===== config.mk =====
export PLATFORM = sky130hd
export DESIGN_NAME = ts_descriptor_loop_parser
export DESIGN_NICKNAME = d
export VERILOG_FILES = /design/src/rtl/tsdlp_pkg.sv /design/src/rtl/tsdlp_front.sv /design/src/rtl/tsdlp_queue.sv /design/src/rtl/tsdlp_back.sv /design/src/rtl/ts_descriptor_loop_parser.sv
export SDC_FILE = /design/constraint.sdc
export NUM_CORES = 1
export LEC_CHECK = 0
export BUFFER_PORTS_ARGS = -buffer_cell sky130_fd_sc_hd__buf_2
export CORE_MARGIN = 4
export CORE_UTILIZATION = 62
export CTS_CLUSTER_DIAMETER = 40
export CTS_CLUSTER_SIZE = 40
export DETAILED_ROUTE_END_ITERATION = 7
export GPL_TIMING_DRIVEN = 1
export HOLD_SLACK_MARGIN = 0.03
export PLACE_DENSITY = 0.76
export SKIP_CTS_REPAIR_TIMING = 1
export SYNTH_ARGS = -nofsm -noshare
export SYNTH_HDL_FRONTEND = slang
export SYNTH_SLANG_ARGS = --single-unit

===== constraint.sdc =====
create_clock -name clk -period 5.72 [get_ports clk]
set_input_delay 0.286 -clock clk [delete_from_list [all_inputs] [get_ports clk]]
set_output_delay 0.286 -clock clk [all_outputs]
set_load 0.005 [all_outputs]

===== src/rtl/tsdlp_pkg.sv =====
// Package for the transport-stream descriptor loop parser.
// Holds field ids, register indexes, parse phases and the result record type.
// No dependencies.
package tsdlp_pkg;

    localparam int unsigned QDEPTH = 4;
    localparam int unsigned QPTRW  = 2;

    // configuration register indexes
    localparam logic [2:0] REG_LANG = 3'd0;
    localparam logic [2:0] REG_CA   = 3'd1;
    localparam logic [2:0] REG_MB   = 3'd2;
    localparam logic [2:0] REG_AC3  = 3'd3;
    localparam logic [2:0] REG_CN   = 3'd4;

    // field ids
    localparam logic [4:0] F_TAG      = 5'd0;
    localparam logic [4:0] F_LEN      = 5'd1;
    localparam logic [4:0] F_LCODE    = 5'd2;
    localparam logic [4:0] F_ATYPE    = 5'd3;
    localparam logic [4:0] F_CASYS    = 5'd4;
    localparam logic [4:0] F_CAPID    = 5'd5;
    localparam logic [4:0] F_MAXRATE  = 5'd6;
    localparam logic [4:0] F_SRATE    = 5'd7;
    localparam logic [4:0] F_BSID     = 5'd8;
    localparam logic [4:0] F_BRATE    = 5'd9;
    localparam logic [4:0] F_SURR     = 5'd10;
    localparam logic [4:0] F_BSMOD    = 5'd11;
    localparam logic [4:0] F_NCH      = 5'd12;
    localparam logic [4:0] F_FULLSVC  = 5'd13;
    localparam logic [4:0] F_LANGCOD  = 5'd14;
    localparam logic [4:0] F_LANGCOD2 = 5'd15;
    localparam logic [4:0] F_MAINID   = 5'd16;
    localparam logic [4:0] F_PRIO     = 5'd17;
    localparam logic [4:0] F_ASVC     = 5'd18;
    localparam logic [4:0] F_TEXTLEN  = 5'd19;
    localparam logic [4:0] F_TEXTCODE = 5'd20;
    localparam logic [4:0] F_LFLAG    = 5'd21;
    localparam logic [4:0] F_LFLAG2   = 5'd22;
    localparam logic [4:0] F_AC3LANG  = 5'd23;
    localparam logic [4:0] F_NSTR     = 5'd24;
    localparam logic [4:0] F_SLANG    = 5'd25;
    localparam logic [4:0] F_NSEG     = 5'd26;
    localparam logic [4:0] F_CTYPE    = 5'd27;
    localparam logic [4:0] F_MODE     = 5'd28;
    localparam logic [4:0] F_NBYTES   = 5'd29;
    localparam logic [4:0] F_DATA     = 5'd30;
    localparam logic [4:0] F_OVERRUN  = 5'd31;

    // parse phases
    typedef enum logic [5:0] {
        P_TAG, P_LEN, P_SKIP, P_LC0, P_LC1, P_LC2, P_LAT,
        P_CA0, P_CA1, P_CA2, P_CA3, P_MB0, P_MB1, P_MB2,
        P_A0, P_A1, P_A2, P_A3, P_A4, P_A5, P_A6, P_A7, P_ATXT,
        P_AL0, P_AL1, P_AL2, P_CNS, P_CL0, P_CL1, P_CL2,
        P_CSEG, P_CCT, P_CMODE, P_CNB, P_CBYTES
    } phase_t;

    // one result
    typedef struct packed {
        logic [4:0]  id;
        logic [23:0] value;
        logic [7:0]  tag;
        logic [7:0]  entry;
        logic        desc_end;
        logic        loop_end;
        logic        run_last;
    } result_t;

    // up to three results caused by one byte
    typedef struct packed {
        logic [1:0] count;
        result_t    r0;
        result_t    r1;
        result_t    r2;
    } group_t;

endpackage


===== src/rtl/tsdlp_front.sv =====
// Front part: byte-level parse state machine; turns each byte into a group
// of up to three results. Depends on tsdlp_pkg.
module tsdlp_front
(
    input  logic                     clk,
    input  logic                     rst_n,
    input  logic                     in_valid,
    input  logic [7:0]               data_byte,
    input  logic                     loop_start,
    input  logic [11:0]              loop_length,
    input  logic [7:0]               language_tag,
    input  logic [7:0]               cond_access_tag,
    input  logic [7:0]               max_rate_tag,
    input  logic [7:0]               ac3_tag,
    input  logic [7:0]               comp_name_tag,
    output logic                     grp_valid,
    output tsdlp_pkg::group_t        grp
);

    logic [11:0]          loop_left_reg,  loop_left_next;
    logic [7:0]           cur_tag_reg,    cur_tag_next;
    logic [7:0]           desc_left_reg,  desc_left_next;
    tsdlp_pkg::phase_t    phase_reg,      phase_next;
    logic [23:0]          accum_reg,      accum_next;
    logic [7:0]           strl_reg,       strl_next;
    logic [7:0]           segl_reg,       segl_next;
    logic [7:0]           sbl_reg,        sbl_next;
    logic [7:0]           entry_reg,      entry_next;
    logic [2:0]           flags_reg,      flags_next;

    tsdlp_pkg::result_t   res [3];
    logic [1:0]           n;
    logic                 done;
    logic                 active;
    logic [11:0]          ll;
    logic [11:0]          ll_dec;
    tsdlp_pkg::phase_t    ph;
    logic [23:0]          shifted;
    logic [7:0]           b;
    logic [7:0]           dl;
    logic [7:0]           dleft_dec;
    logic [7:0]           tmp8;

    // pick the body phase for a tag
    function automatic tsdlp_pkg::phase_t start_phase(input logic [7:0] t,
        input logic [7:0] lt, input logic [7:0] ct, input logic [7:0] mt,
        input logic [7:0] at, input logic [7:0] nt);
        tsdlp_pkg::phase_t p;
        begin
            if (t == lt)      p = tsdlp_pkg::P_LC0;
            else if (t == ct) p = tsdlp_pkg::P_CA0;
            else if (t == mt) p = tsdlp_pkg::P_MB0;
            else if (t == at) p = tsdlp_pkg::P_A0;
            else if (t == nt) p = tsdlp_pkg::P_CNS;
            else              p = tsdlp_pkg::P_SKIP;
            return p;
        end
    endfunction

    assign b       = data_byte;
    assign shifted = {accum_reg[15:0], b};

    // compute next parse state and results
    always_comb
    begin
        loop_left_next = loop_left_reg;
        cur_tag_next   = cur_tag_reg;
        desc_left_next = desc_left_reg;
        phase_next     = phase_reg;
        accum_next     = accum_reg;
        strl_next      = strl_reg;
        segl_next      = segl_reg;
        sbl_next       = sbl_reg;
        entry_next     = entry_reg;
        flags_next     = flags_reg;
        n              = 2'd0;
        done           = 1'b0;
        dl             = 8'd0;
        tmp8           = 8'd0;
        for (int i = 0; i < 3; i++)
        begin
            res[i] = '0;
        end
        ph        = phase_reg;
        ll        = loop_left_reg;
        dleft_dec = desc_left_reg;
        if (loop_start)
        begin
            ll        = loop_length;
            ph        = tsdlp_pkg::P_TAG;
            dleft_dec = 8'd0;
        end
        active = in_valid && (ll != 12'd0);
        ll_dec = ll - 12'd1;

        if (active)
        begin
            loop_left_next = ll_dec;
            desc_left_next = dleft_dec;
            phase_next     = ph;
            if (ph == tsdlp_pkg::P_TAG)
            begin
                cur_tag_next = b;
                res[0] = '{tsdlp_pkg::F_TAG, {16'd0, b}, b, 8'd0, 1'b0, 1'b0, 1'b0};
                n = 2'd1;
                if (ll_dec == 12'd0)
                begin
                    res[1] = '{tsdlp_pkg::F_OVERRUN, 24'd0, b, 8'd0, 1'b0, 1'b0, 1'b0};
                    n = 2'd2;
                    done = 1'b1;
                end
                else
                begin
                    phase_next = tsdlp_pkg::P_LEN;
                end
            end
            else if (ph == tsdlp_pkg::P_LEN)
            begin
                dl = b;
                res[0] = '{tsdlp_pkg::F_LEN, {16'd0, b}, cur_tag_reg, 8'd0,
                           1'b0, 1'b0, 1'b0};
                n = 2'd1;
                if ({4'd0, b} > ll_dec)
                begin
                    res[1] = '{tsdlp_pkg::F_OVERRUN, {16'd0, b}, cur_tag_reg, 8'd0,
                               1'b0, 1'b0, 1'b0};
                    n = 2'd2;
                    dl = ll_dec[7:0];
                end
                desc_left_next = dl;
                entry_next = 8'd0;
                flags_next = 3'd0;
                accum_next = 24'd0;
                if (dl == 8'd0)
                    done = 1'b1;
                else
                    phase_next = start_phase(cur_tag_reg, language_tag, cond_access_tag,
                                             max_rate_tag, ac3_tag, comp_name_tag);
            end
            else
            begin
                // body byte: default result slot setup
                for (int i = 0; i < 3; i++)
                begin
                    res[i].tag = cur_tag_reg;
                end
                unique case (ph)
                    tsdlp_pkg::P_LC0:
                    begin
                        if (dleft_dec < 8'd4)
                        begin
                            phase_next = tsdlp_pkg::P_SKIP;
                            res[0].id = tsdlp_pkg::F_DATA; res[0].value = {16'd0, b};
                            n = 2'd1;
                        end
                        else
                        begin
                            accum_next = {16'd0, b};
                            phase_next = tsdlp_pkg::P_LC1;
                        end
                    end
                    tsdlp_pkg::P_LC1:
                    begin
                        accum_next = shifted; phase_next = tsdlp_pkg::P_LC2;
                    end
                    tsdlp_pkg::P_LC2:
                    begin
                        accum_next = shifted;
                        res[0].id = tsdlp_pkg::F_LCODE; res[0].value = shifted;
                        res[0].entry = entry_reg; n = 2'd1;
                        phase_next = tsdlp_pkg::P_LAT;
                    end
                    tsdlp_pkg::P_LAT:
                    begin
                        res[0].id = tsdlp_pkg::F_ATYPE; res[0].value = {16'd0, b};
                        res[0].entry = entry_reg; n = 2'd1;
                        entry_next = entry_reg + 8'd1;
                        phase_next = tsdlp_pkg::P_LC0;
                    end
                    tsdlp_pkg::P_CA0, tsdlp_pkg::P_CA2, tsdlp_pkg::P_MB0,
                    tsdlp_pkg::P_CL0, tsdlp_pkg::P_AL0:
                    begin
                        accum_next = {16'd0, b};
                        unique case (ph)
                            tsdlp_pkg::P_CA0: phase_next = tsdlp_pkg::P_CA1;
                            tsdlp_pkg::P_CA2: phase_next = tsdlp_pkg::P_CA3;
                            tsdlp_pkg::P_MB0: phase_next = tsdlp_pkg::P_MB1;
                            tsdlp_pkg::P_CL0: phase_next = tsdlp_pkg::P_CL1;
                            default:          phase_next = tsdlp_pkg::P_AL1;
                        endcase
                    end
                    tsdlp_pkg::P_CA1:
                    begin
                        accum_next = shifted;
                        res[0].id = tsdlp_pkg::F_CASYS; res[0].value = {8'd0, shifted[15:0]};
                        n = 2'd1; phase_next = tsdlp_pkg::P_CA2;
                    end
                    tsdlp_pkg::P_CA3:
                    begin
                        accum_next = shifted;
                        res[0].id = tsdlp_pkg::F_CAPID; res[0].value = {11'd0, shifted[12:0]};
                        n = 2'd1; phase_next = tsdlp_pkg::P_SKIP;
                    end
                    tsdlp_pkg::P_MB1, tsdlp_pkg::P_CL1, tsdlp_pkg::P_AL1:
                    begin
                        accum_next = shifted;
                        unique case (ph)
                            tsdlp_pkg::P_MB1: phase_next = tsdlp_pkg::P_MB2;
                            tsdlp_pkg::P_CL1: phase_next = tsdlp_pkg::P_CL2;
                            default:          phase_next = tsdlp_pkg::P_AL2;
                        endcase
                    end
                    tsdlp_pkg::P_MB2:
                    begin
                        accum_next = shifted;
                        res[0].id = tsdlp_pkg::F_MAXRATE; res[0].value = {2'd0, shifted[21:0]};
                        n = 2'd1; phase_next = tsdlp_pkg::P_SKIP;
                    end
                    tsdlp_pkg::P_A0:
                    begin
                        res[0].id = tsdlp_pkg::F_SRATE; res[0].value = {21'd0, b[7:5]};
                        res[1].id = tsdlp_pkg::F_BSID;  res[1].value = {19'd0, b[4:0]};
                        n = 2'd2; phase_next = tsdlp_pkg::P_A1;
                    end
                    tsdlp_pkg::P_A1:
                    begin
                        res[0].id = tsdlp_pkg::F_BRATE; res[0].value = {18'd0, b[7:2]};
                        res[1].id = tsdlp_pkg::F_SURR;  res[1].value = {22'd0, b[1:0]};
                        n = 2'd2; phase_next = tsdlp_pkg::P_A2;
                    end
                    tsdlp_pkg::P_A2:
                    begin
                        res[0].id = tsdlp_pkg::F_BSMOD;   res[0].value = {21'd0, b[7:5]};
                        res[1].id = tsdlp_pkg::F_NCH;     res[1].value = {20'd0, b[4:1]};
                        res[2].id = tsdlp_pkg::F_FULLSVC; res[2].value = {23'd0, b[0]};
                        n = 2'd3;
                        flags_next = {1'b0, (b[7:5] < 3'd2), (b[4:1] == 4'd0)};
                        phase_next = tsdlp_pkg::P_A3;
                    end
                    tsdlp_pkg::P_A3:
                    begin
                        res[0].id = tsdlp_pkg::F_LANGCOD; res[0].value = {16'd0, b};
                        n = 2'd1;
                        phase_next = flags_reg[0] ? tsdlp_pkg::P_A4 : tsdlp_pkg::P_A5;
                    end
                    tsdlp_pkg::P_A4:
                    begin
                        res[0].id = tsdlp_pkg::F_LANGCOD2; res[0].value = {16'd0, b};
                        n = 2'd1; phase_next = tsdlp_pkg::P_A5;
                    end
                    tsdlp_pkg::P_A5:
                    begin
                        if (flags_reg[1])
                        begin
                            res[0].id = tsdlp_pkg::F_MAINID; res[0].value = {21'd0, b[7:5]};
                            res[1].id = tsdlp_pkg::F_PRIO;   res[1].value = {22'd0, b[4:3]};
                            n = 2'd2;
                        end
                        else
                        begin
                            res[0].id = tsdlp_pkg::F_ASVC; res[0].value = {16'd0, b};
                            n = 2'd1;
                        end
                        phase_next = tsdlp_pkg::P_A6;
                    end
                    tsdlp_pkg::P_A6:
                    begin
                        res[0].id = tsdlp_pkg::F_TEXTLEN;  res[0].value = {17'd0, b[7:1]};
                        res[1].id = tsdlp_pkg::F_TEXTCODE; res[1].value = {23'd0, b[0]};
                        n = 2'd2;
                        sbl_next = {1'b0, b[7:1]};
                        phase_next = (b[7:1] != 7'd0) ? tsdlp_pkg::P_ATXT : tsdlp_pkg::P_A7;
                    end
                    tsdlp_pkg::P_ATXT:
                    begin
                        res[0].id = tsdlp_pkg::F_DATA; res[0].value = {16'd0, b};
                        n = 2'd1;
                        sbl_next = sbl_reg - 8'd1;
                        if (sbl_reg == 8'd1) phase_next = tsdlp_pkg::P_A7;
                    end
                    tsdlp_pkg::P_A7:
                    begin
                        res[0].id = tsdlp_pkg::F_LFLAG;  res[0].value = {23'd0, b[7]};
                        res[1].id = tsdlp_pkg::F_LFLAG2; res[1].value = {23'd0, b[6]};
                        n = 2'd2;
                        flags_next = {b[7], b[6], 1'b0};
                        if (b[7])
                        begin
                            entry_next = 8'd0; phase_next = tsdlp_pkg::P_AL0;
                        end
                        else if (b[6])
                        begin
                            entry_next = 8'd1; phase_next = tsdlp_pkg::P_AL0;
                        end
                        else
                        begin
                            phase_next = tsdlp_pkg::P_SKIP;
                        end
                    end
                    tsdlp_pkg::P_AL2:
                    begin
                        accum_next = shifted;
                        res[0].id = tsdlp_pkg::F_AC3LANG; res[0].value = shifted;
                        res[0].entry = entry_reg; n = 2'd1;
                        if (entry_reg == 8'd0 && flags_reg[1])
                        begin
                            entry_next = 8'd1; phase_next = tsdlp_pkg::P_AL0;
                        end
                        else
                        begin
                            phase_next = tsdlp_pkg::P_SKIP;
                        end
                    end
                    tsdlp_pkg::P_CNS:
                    begin
                        res[0].id = tsdlp_pkg::F_NSTR; res[0].value = {16'd0, b};
                        n = 2'd1;
                        strl_next = b; entry_next = 8'd0;
                        phase_next = (b != 8'd0) ? tsdlp_pkg::P_CL0 : tsdlp_pkg::P_SKIP;
                    end
                    tsdlp_pkg::P_CL2:
                    begin
                        accum_next = shifted;
                        res[0].id = tsdlp_pkg::F_SLANG; res[0].value = shifted;
                        res[0].entry = entry_reg; n = 2'd1;
                        phase_next = tsdlp_pkg::P_CSEG;
                    end
                    tsdlp_pkg::P_CSEG, tsdlp_pkg::P_CNB, tsdlp_pkg::P_CBYTES:
                    begin
                        res[0].value = {16'd0, b}; res[0].entry = entry_reg;
                        n = 2'd1;
                        // end of segment or string, shared by the three phases
                        unique case (ph)
                            tsdlp_pkg::P_CSEG:
                            begin
                                res[0].id = tsdlp_pkg::F_NSEG;
                                segl_next = b;
                                tmp8 = b;
                            end
                            tsdlp_pkg::P_CNB:
                            begin
                                res[0].id = tsdlp_pkg::F_NBYTES;
                                sbl_next = b;
                                tmp8 = b;
                            end
                            default:
                            begin
                                res[0].id = tsdlp_pkg::F_DATA;
                                sbl_next = sbl_reg - 8'd1;
                                tmp8 = sbl_reg - 8'd1;
                            end
                        endcase
                        if (tmp8 != 8'd0)
                        begin
                            if (ph == tsdlp_pkg::P_CSEG)      phase_next = tsdlp_pkg::P_CCT;
                            else if (ph == tsdlp_pkg::P_CNB)  phase_next = tsdlp_pkg::P_CBYTES;
                        end
                        else if (ph != tsdlp_pkg::P_CSEG && segl_reg != 8'd1)
                        begin
                            segl_next  = segl_reg - 8'd1;
                            phase_next = tsdlp_pkg::P_CCT;
                        end
                        else
                        begin
                            if (ph != tsdlp_pkg::P_CSEG) segl_next = segl_reg - 8'd1;
                            strl_next  = strl_reg - 8'd1;
                            entry_next = entry_reg + 8'd1;
                            phase_next = (strl_reg != 8'd1) ? tsdlp_pkg::P_CL0
                                                            : tsdlp_pkg::P_SKIP;
                        end
                    end
                    tsdlp_pkg::P_CCT:
                    begin
                        res[0].id = tsdlp_pkg::F_CTYPE; res[0].value = {16'd0, b};
                        res[0].entry = entry_reg; n = 2'd1;
                        phase_next = tsdlp_pkg::P_CMODE;
                    end
                    tsdlp_pkg::P_CMODE:
                    begin
                        res[0].id = tsdlp_pkg::F_MODE; res[0].value = {16'd0, b};
                        res[0].entry = entry_reg; n = 2'd1;
                        phase_next = tsdlp_pkg::P_CNB;
                    end
                    default:
                    begin
                        res[0].id = tsdlp_pkg::F_DATA; res[0].value = {16'd0, b};
                        n = 2'd1; phase_next = tsdlp_pkg::P_SKIP;
                    end
                endcase
                if (dleft_dec != 8'd0) desc_left_next = dleft_dec - 8'd1;
                else                   desc_left_next = 8'd0;
                if (desc_left_next == 8'd0) done = 1'b1;
            end

            if (ll_dec == 12'd0) done = 1'b1;

            if (done)
            begin
                if (n == 2'd0)
                begin
                    res[0] = '{tsdlp_pkg::F_DATA, {16'd0, b}, cur_tag_next, 8'd0,
                               1'b0, 1'b0, 1'b0};
                    n = 2'd1;
                end
                phase_next     = tsdlp_pkg::P_TAG;
                desc_left_next = 8'd0;
            end
            // flag the last result of this byte
            if (n != 2'd0)
            begin
                res[n - 2'd1].run_last = 1'b1;
                res[n - 2'd1].desc_end = done;
                res[n - 2'd1].loop_end = (ll_dec == 12'd0);
            end
        end
        else if (in_valid)
        begin
            // loop_start with zero length still resets the parse position
            loop_left_next = ll;
            phase_next     = ph;
            desc_left_next = dleft_dec;
        end
    end

    // hold parse state
    always_ff @(posedge clk or negedge rst_n)
    begin
        if (!rst_n)
        begin
            loop_left_reg <= '0;
            cur_tag_reg   <= '0;
            desc_left_reg <= '0;
            phase_reg     <= tsdlp_pkg::P_TAG;
            accum_reg     <= '0;
            strl_reg      <= '0;
            segl_reg      <= '0;
            sbl_reg       <= '0;
            entry_reg     <= '0;
            flags_reg     <= '0;
        end
        else if (in_valid)
        begin
            loop_left_reg <= loop_left_next;
            cur_tag_reg   <= cur_tag_next;
            desc_left_reg <= desc_left_next;
            phase_reg     <= phase_next;
            accum_reg     <= accum_next;
            strl_reg      <= strl_next;
            segl_reg      <= segl_next;
            sbl_reg       <= sbl_next;
            entry_reg     <= entry_next;
            flags_reg     <= flags_next;
        end
    end

    // queue only bytes that produce at least one result
    assign grp_valid = active && (n != 2'd0);
    assign grp.count = n;
    assign grp.r0    = res[0];
    assign grp.r1    = res[1];
    assign grp.r2    = res[2];

endmodule


===== src/rtl/tsdlp_queue.sv =====
// Short group queue between the parser front and the result back end.
// Depends on tsdlp_pkg.
module tsdlp_queue
(
    input  logic                  clk,
    input  logic                  rst_n,
    input  logic                  wr_en,
    input  tsdlp_pkg::group_t     wr_data,
    output logic                  full,
    output logic                  q_empty,
    input  logic                  rd_en,
    output tsdlp_pkg::group_t     rd_data
);

    tsdlp_pkg::group_t                   mem [tsdlp_pkg::QDEPTH];
    logic [tsdlp_pkg::QPTRW-1:0]         wp_reg, rp_reg;
    logic [tsdlp_pkg::QPTRW:0]           cnt_reg;

    assign full    = (cnt_reg == 3'(tsdlp_pkg::QDEPTH));
    assign q_empty = (cnt_reg == '0);
    assign rd_data = mem[rp_reg];

    // store a group
    always_ff @(posedge clk)
    begin
        if (wr_en)
        begin
            mem[wp_reg] <= wr_data;
        end
    end

    // advance pointers
    always_ff @(posedge clk or negedge rst_n)
    begin
        if (!rst_n)
        begin
            wp_reg  <= '0;
            rp_reg  <= '0;
            cnt_reg <= '0;
        end
        else
        begin
            if (wr_en) wp_reg <= wp_reg + 1'b1;
            if (rd_en) rp_reg <= rp_reg + 1'b1;
            cnt_reg <= cnt_reg + {2'd0, wr_en} - {2'd0, rd_en};
        end
    end

endmodule


===== src/rtl/tsdlp_back.sv =====
// Back end: unpacks each queued group into single result beats.
// Depends on tsdlp_pkg.
module tsdlp_back
(
    input  logic                  clk,
    input  logic                  rst_n,
    input  logic                  q_empty,
    input  tsdlp_pkg::group_t     q_data,
    output logic                  q_rd,
    output logic                  empty,
    input  logic                  pop,
    output tsdlp_pkg::result_t    res
);

    logic [1:0] idx_reg;
    logic       last;

    // select the current result of the head group
    always_comb
    begin
        unique case (idx_reg)
            2'd0:    res = q_data.r0;
            2'd1:    res = q_data.r1;
            default: res = q_data.r2;
        endcase
    end

    assign empty = q_empty;
    assign last  = (idx_reg + 2'd1 == q_data.count);
    assign q_rd  = pop && !q_empty && last;

    // step through the group
    always_ff @(posedge clk or negedge rst_n)
    begin
        if (!rst_n)
        begin
            idx_reg <= '0;
        end
        else if (pop && !q_empty)
        begin
            idx_reg <= last ? 2'd0 : idx_reg + 2'd1;
        end
    end

endmodule


===== src/rtl/ts_descriptor_loop_parser.sv =====
// Top level of the transport-stream descriptor loop parser.
// Depends on tsdlp_pkg, tsdlp_front, tsdlp_queue, tsdlp_back.
//
// Usage:
//   Input channel (push/full) takes one loop byte per beat; loop_start marks
//   the first byte of a loop and loop_length is sampled with it.
//   Result channel (empty/pop) shows the oldest result while empty is low;
//   each byte yields zero to three results, run_last marks the final one.
//   Config channel (cfg_valid/cfg_ready) writes one 8-bit tag register per
//   beat; cfg_ready is always high. Write only while the block is idle.
// Path: results are written into the group queue and read from its head.
// Throughput: one byte per cycle while full is low, set by the parse state
//   machine; results drain at one per cycle while pop is high, so bytes giving
//   two or three results drain at that rate through a four-group queue.
// Reset: parse state clears to "outside a loop", tag registers return to
//   their defaults, the queue empties.
// Stall: when pop stays low the queue fills and full rises; no beat is lost.
module ts_descriptor_loop_parser
(
    input  logic        clk,
    input  logic        rst_n,
    input  logic        push,
    output logic        full,
    input  logic [7:0]  data_byte,
    input  logic        loop_start,
    input  logic [11:0] loop_length,
    output logic        empty,
    input  logic        pop,
    output logic [4:0]  field_id,
    output logic [23:0] field_value,
    output logic [7:0]  desc_tag,
    output logic [7:0]  entry_index,
    output logic        desc_end,
    output logic        loop_end,
    output logic        run_last,
    input  logic        cfg_valid,
    output logic        cfg_ready,
    input  logic [2:0]  cfg_index,
    input  logic [7:0]  cfg_data
);

    logic [7:0]         lang_reg, ca_reg, mb_reg, ac3_reg, cn_reg;
    logic               acc;
    logic               grp_valid;
    tsdlp_pkg::group_t  grp, q_data;
    logic               q_empty, q_rd;
    tsdlp_pkg::result_t res;

    assign cfg_ready = 1'b1;
    assign acc       = push && !full;

    // hold tag registers
    always_ff @(posedge clk or negedge rst_n)
    begin
        if (!rst_n)
        begin
            lang_reg <= 8'd10;
            ca_reg   <= 8'd9;
            mb_reg   <= 8'd14;
            ac3_reg  <= 8'd129;
            cn_reg   <= 8'd163;
        end
        else if (cfg_valid)
        begin
            unique case (cfg_index)
                tsdlp_pkg::REG_LANG: lang_reg <= cfg_data;
                tsdlp_pkg::REG_CA:   ca_reg   <= cfg_data;
                tsdlp_pkg::REG_MB:   mb_reg   <= cfg_data;
                tsdlp_pkg::REG_AC3:  ac3_reg  <= cfg_data;
                tsdlp_pkg::REG_CN:   cn_reg   <= cfg_data;
                default: ;
            endcase
        end
    end

    tsdlp_front u_front
    (
        .clk(clk), .rst_n(rst_n), .in_valid(acc),
        .data_byte(data_byte), .loop_start(loop_start), .loop_length(loop_length),
        .language_tag(lang_reg), .cond_access_tag(ca_reg), .max_rate_tag(mb_reg),
        .ac3_tag(ac3_reg), .comp_name_tag(cn_reg),
        .grp_valid(grp_valid), .grp(grp)
    );

    tsdlp_queue u_queue
    (
        .clk(clk), .rst_n(rst_n), .wr_en(grp_valid), .wr_data(grp),
        .full(full), .q_empty(q_empty), .rd_en(q_rd), .rd_data(q_data)
    );

    tsdlp_back u_back
    (
        .clk(clk), .rst_n(rst_n), .q_empty(q_empty), .q_data(q_data),
        .q_rd(q_rd), .empty(empty), .pop(pop), .res(res)
    );

    assign field_id    = res.id;
    assign field_value = res.value;
    assign desc_tag    = res.tag;
    assign entry_index = res.entry;
    assign desc_end    = res.desc_end;
    assign loop_end    = res.loop_end;
    assign run_last    = res.run_last;

endmodule


==> run_results.csv <==
group,metric,value,unit
drt,route.detailed.drc,0,
drt,first_pass_iters,6,
synthesis,synth_edf_count,348,
run,maxCapViolations,0,
critical_path,critical_path_required,6.05,ns
global_route,use_met3,0.0556,
min_path,hp-class,"in -> reg",
critical_path,regToRegEndpoint,"u_queue.mem[2][99]",
die,chipHeight,201,um
min_path,holdPathStages,3,
global_route,use_met2,0.456,
drt,wl,58900,um
critical_path,cpPeakStageDelay,0.94,ns
global_route,grt_pass1_wl,92300,um
sta,tightest_slew,1.29,ns
pwr,total_power,13.2,mW
sta,period_share,0.826,
synthesis,syn_inst,1759,
clock_tree,htreeDepth,2,
global_route,busiest_layer,"met2",
layout,nets,1913,
clock_tree,clockBufferDepth,3,
pwr,p_leak,9.75,nW
die,pin_count,88,
pwr,power_frac_clock,0.278,
sta,finalSetupViolations,0,
synthesis,synthesis.nets,1824,
pwr,ir_drop,358,uV
critical_path,cp_max_fo,59,
pwr,p_switching,4.68,mW
die,core_region_area,0.0367,mm2
pwr,combPwrFrac,0.321,
clock_tree,clk-insertion-delay-late,0.62,ns
min_path,hp-start,"pop",
sta,tns,0,ns
drt,vias,15900,
sta,min_period,4.73,ns
layout,area_growth,13.1,%
critical_path,path_cells,"nor2_1, buf_4, o211a_1, a2111oi_0, and3_1, a21boi_0, nand3_1, and2_1, and2_4, buf_4",
synthesis,syn_area,0.0231,mm2
drt,ant_nets,0,
pwr,p_sw_frac,0.353,
global_route,grt_usage,0.291,
layout,largest_register_ffs,348,
synthesis,synth_top_area_share,0.452,
sta,slew_headroom,0.131,
critical_path,arrival,5.06,ns
min_path,hold_end,"u_back.idx_reg[1]",
clock_tree,cts_tree,"built",
run_status,status,"finished clean",
synthesis,yosysWarnings,0,
drt,vias_per_cell,6.71,
global_route,grt-ovfl-total,0,
drt,wl_per_cell,24.9,um
layout,drive_above_1_share,0.216,
critical_path,reg2regPathDepth,10,
critical_path,cp-start-kind,"register",
drt,drtIter0Drc,1651,
placed_design,place.gp.congestion,0.993,
critical_path,slowest_stage,"a2111oi_0",
placed_design,io_buffers,86,
sta,hold_slack,0.0965,ns
die,num_rows,70,
synthesis,yosysTopAreaCell,"edfxtp_1",
sta,max_freq,212,MHz
global_route,grt_antenna_before_repair,0,
synthesis,ys_seq_elements,481,
synthesis,yosys_most_used_dff,"edfxtp_1",
clock_tree,cts_root_buffer,"clkbuf_16",
critical_path,critPathKind,"reg -> reg",
sta,drv_slew,0,
critical_path,crit_path_end_kind,"register",
clock_tree,path_clk_slew,0.07,ns
synthesis,yosysSeqAreaShare,0.596,
sta,rsz0062_at_grt,"no",
die,dieArea,0.0405,mm2
layout,final_cell_mix,"348 x edfxtp_1, 135 x nand2_1, 118 x dfrtp_1",
global_route,grt_pass1_vias,15800,
clock_tree,clkSinkCount,481,
placed_design,detailed_place_hpwl,37800,um
synthesis,avgSynthCellArea,13.2,um2
pwr,p_per_area,506,mW/mm2
die,dieWidth,201,um
sta,hold_violations,0,
global_route,grt_util_met1,0.420,
synthesis,synthTopCellsByArea,"edfxtp_1 45%, dfrtp_1 13%, mux4_2 8.5%",
synthesis,synthArstFlopShare,0.277,
critical_path,rrSetupSlack,0.99,ns
critical_path,r2r_start,"u_front.phase_reg[4]",
global_route,grt_max_degree,92,
critical_path,timing.critical_path.mode_cell,"buf_4",
pwr,internal_power,8.57,mW
sta,finClkSkew,0.0395,ns
clock_tree,cts_inserted_buffers,56,
layout,final_common_cell,"edfxtp_1",
die,start_util,0.631,
pwr,p_seq_frac,0.401,
synthesis,synth_cell_type_count,85,
layout,num_antenna_cells,0,
[synth_stat cells, types with 29 or more instances]
| cell | instances |
|---|---|
| nor3_1 | 45 |
| nand2_1 | 135 |
| edfxtp_1 | 348 |
| clkbuf_1 | 90 |
| nor2_1 | 102 |
| and2_1 | 68 |
| o21ai_0 | 90 |
| inv_1 | 36 |
| a21oi_1 | 66 |
| mux2_2 | 47 |
| a22o_1 | 29 |
| mux4_2 | 87 |
| xnor2_1 | 41 |
| dfrtp_1 | 120 |
[cell families (layout without fill, tap and decap cells)]
| logic type | Yosys count | in the layout | share of synthesized area |
|---|---|---|---|
| simple gates | 544 | 544 | 0.124 |
| flops | 481 | 481 | 0.596 |
| compound gates | 345 | 345 | 0.101 |
| mux | 150 | 150 | 0.114 |
| buf+inv | 146 | 282 | 0.0248 |
| xor+xnor | 64 | 64 | 0.0242 |
| fa+ha+maj | 28 | 28 | 0.0155 |
| other cells | 1 | 1 | 0.000162 |
[stage by stage]
step	utilization	instances	area, um2	setup slack (ns)
4_1_cts	0.711	2354	26100	1.06
3_3_place_gp	0.657	2249	24100	0.739
2_1_floorplan	-	1759	23100	0.204
6_report	0.713	2363	26200	0.993
3_5_place_dp	0.657	2249	24100	0.595
5_1_grt	0.713	2363	26200	0.678
[power groups by stage]
stage | registers, mW | clock network (mW) | logic (mW)
finish | 5.31 | 3.68 | 4.26
detailed placement | 5.37 | 0 | 4.21
global placement | 5.32 | 0 | 4.14
CTS | 5.31 | 3.71 | 4.26
floorplan | 4.94 | 0 | 3.15
global route | 5.40 | 3.89 | 4.61
[routing by layer]
| layer | part of all wire | vias to the layer above |
|---|---|---|
| li1 | - | 6965 |
| met2 | 0.47 | 864 |
| met3 | 0.090 | 136 |
| met5 | 0 | - |
| met4 | 0.035 | 0 |
| met1 | 0.41 | 7901 |
[critical path: cells and delay by family, from the launching register on]
family | cells | cell delay, ns
AO/OA/AOI/OAI | 3 | 1.67
AND/OR/NAND/NOR | 5 | 1.49
flip-flops | 1 | 0.71
buffers and inverters | 2 | 0.57
[worst max-delay path by stage]
stage,to,cells after the start,start
2_1_floorplan,u_queue.mem[0][0],18,loop_start
3_3_place_gp,u_queue.mem[0][140],16,loop_start
3_5_place_dp,u_queue.mem[0][143],16,loop_start
4_1_cts,u_queue.mem[0][143],11,u_front.loop_left_reg[4]
5_1_grt,u_queue.mem[0][140],15,u_front.loop_left_reg[0]
6_report,u_queue.mem[2][99],10,u_front.phase_reg[4]
[cell type report]
class,count,area [um2]
inverters,36,135
fillers,2429,10500
flip-flops and latches,481,13800
repair buffers,141,897
clock inverters,45,509
multi-input cells,1132,8790
clock buffers,60,1450
well taps,468,586
Note: power is estimated with default switching activity, not from simulation.
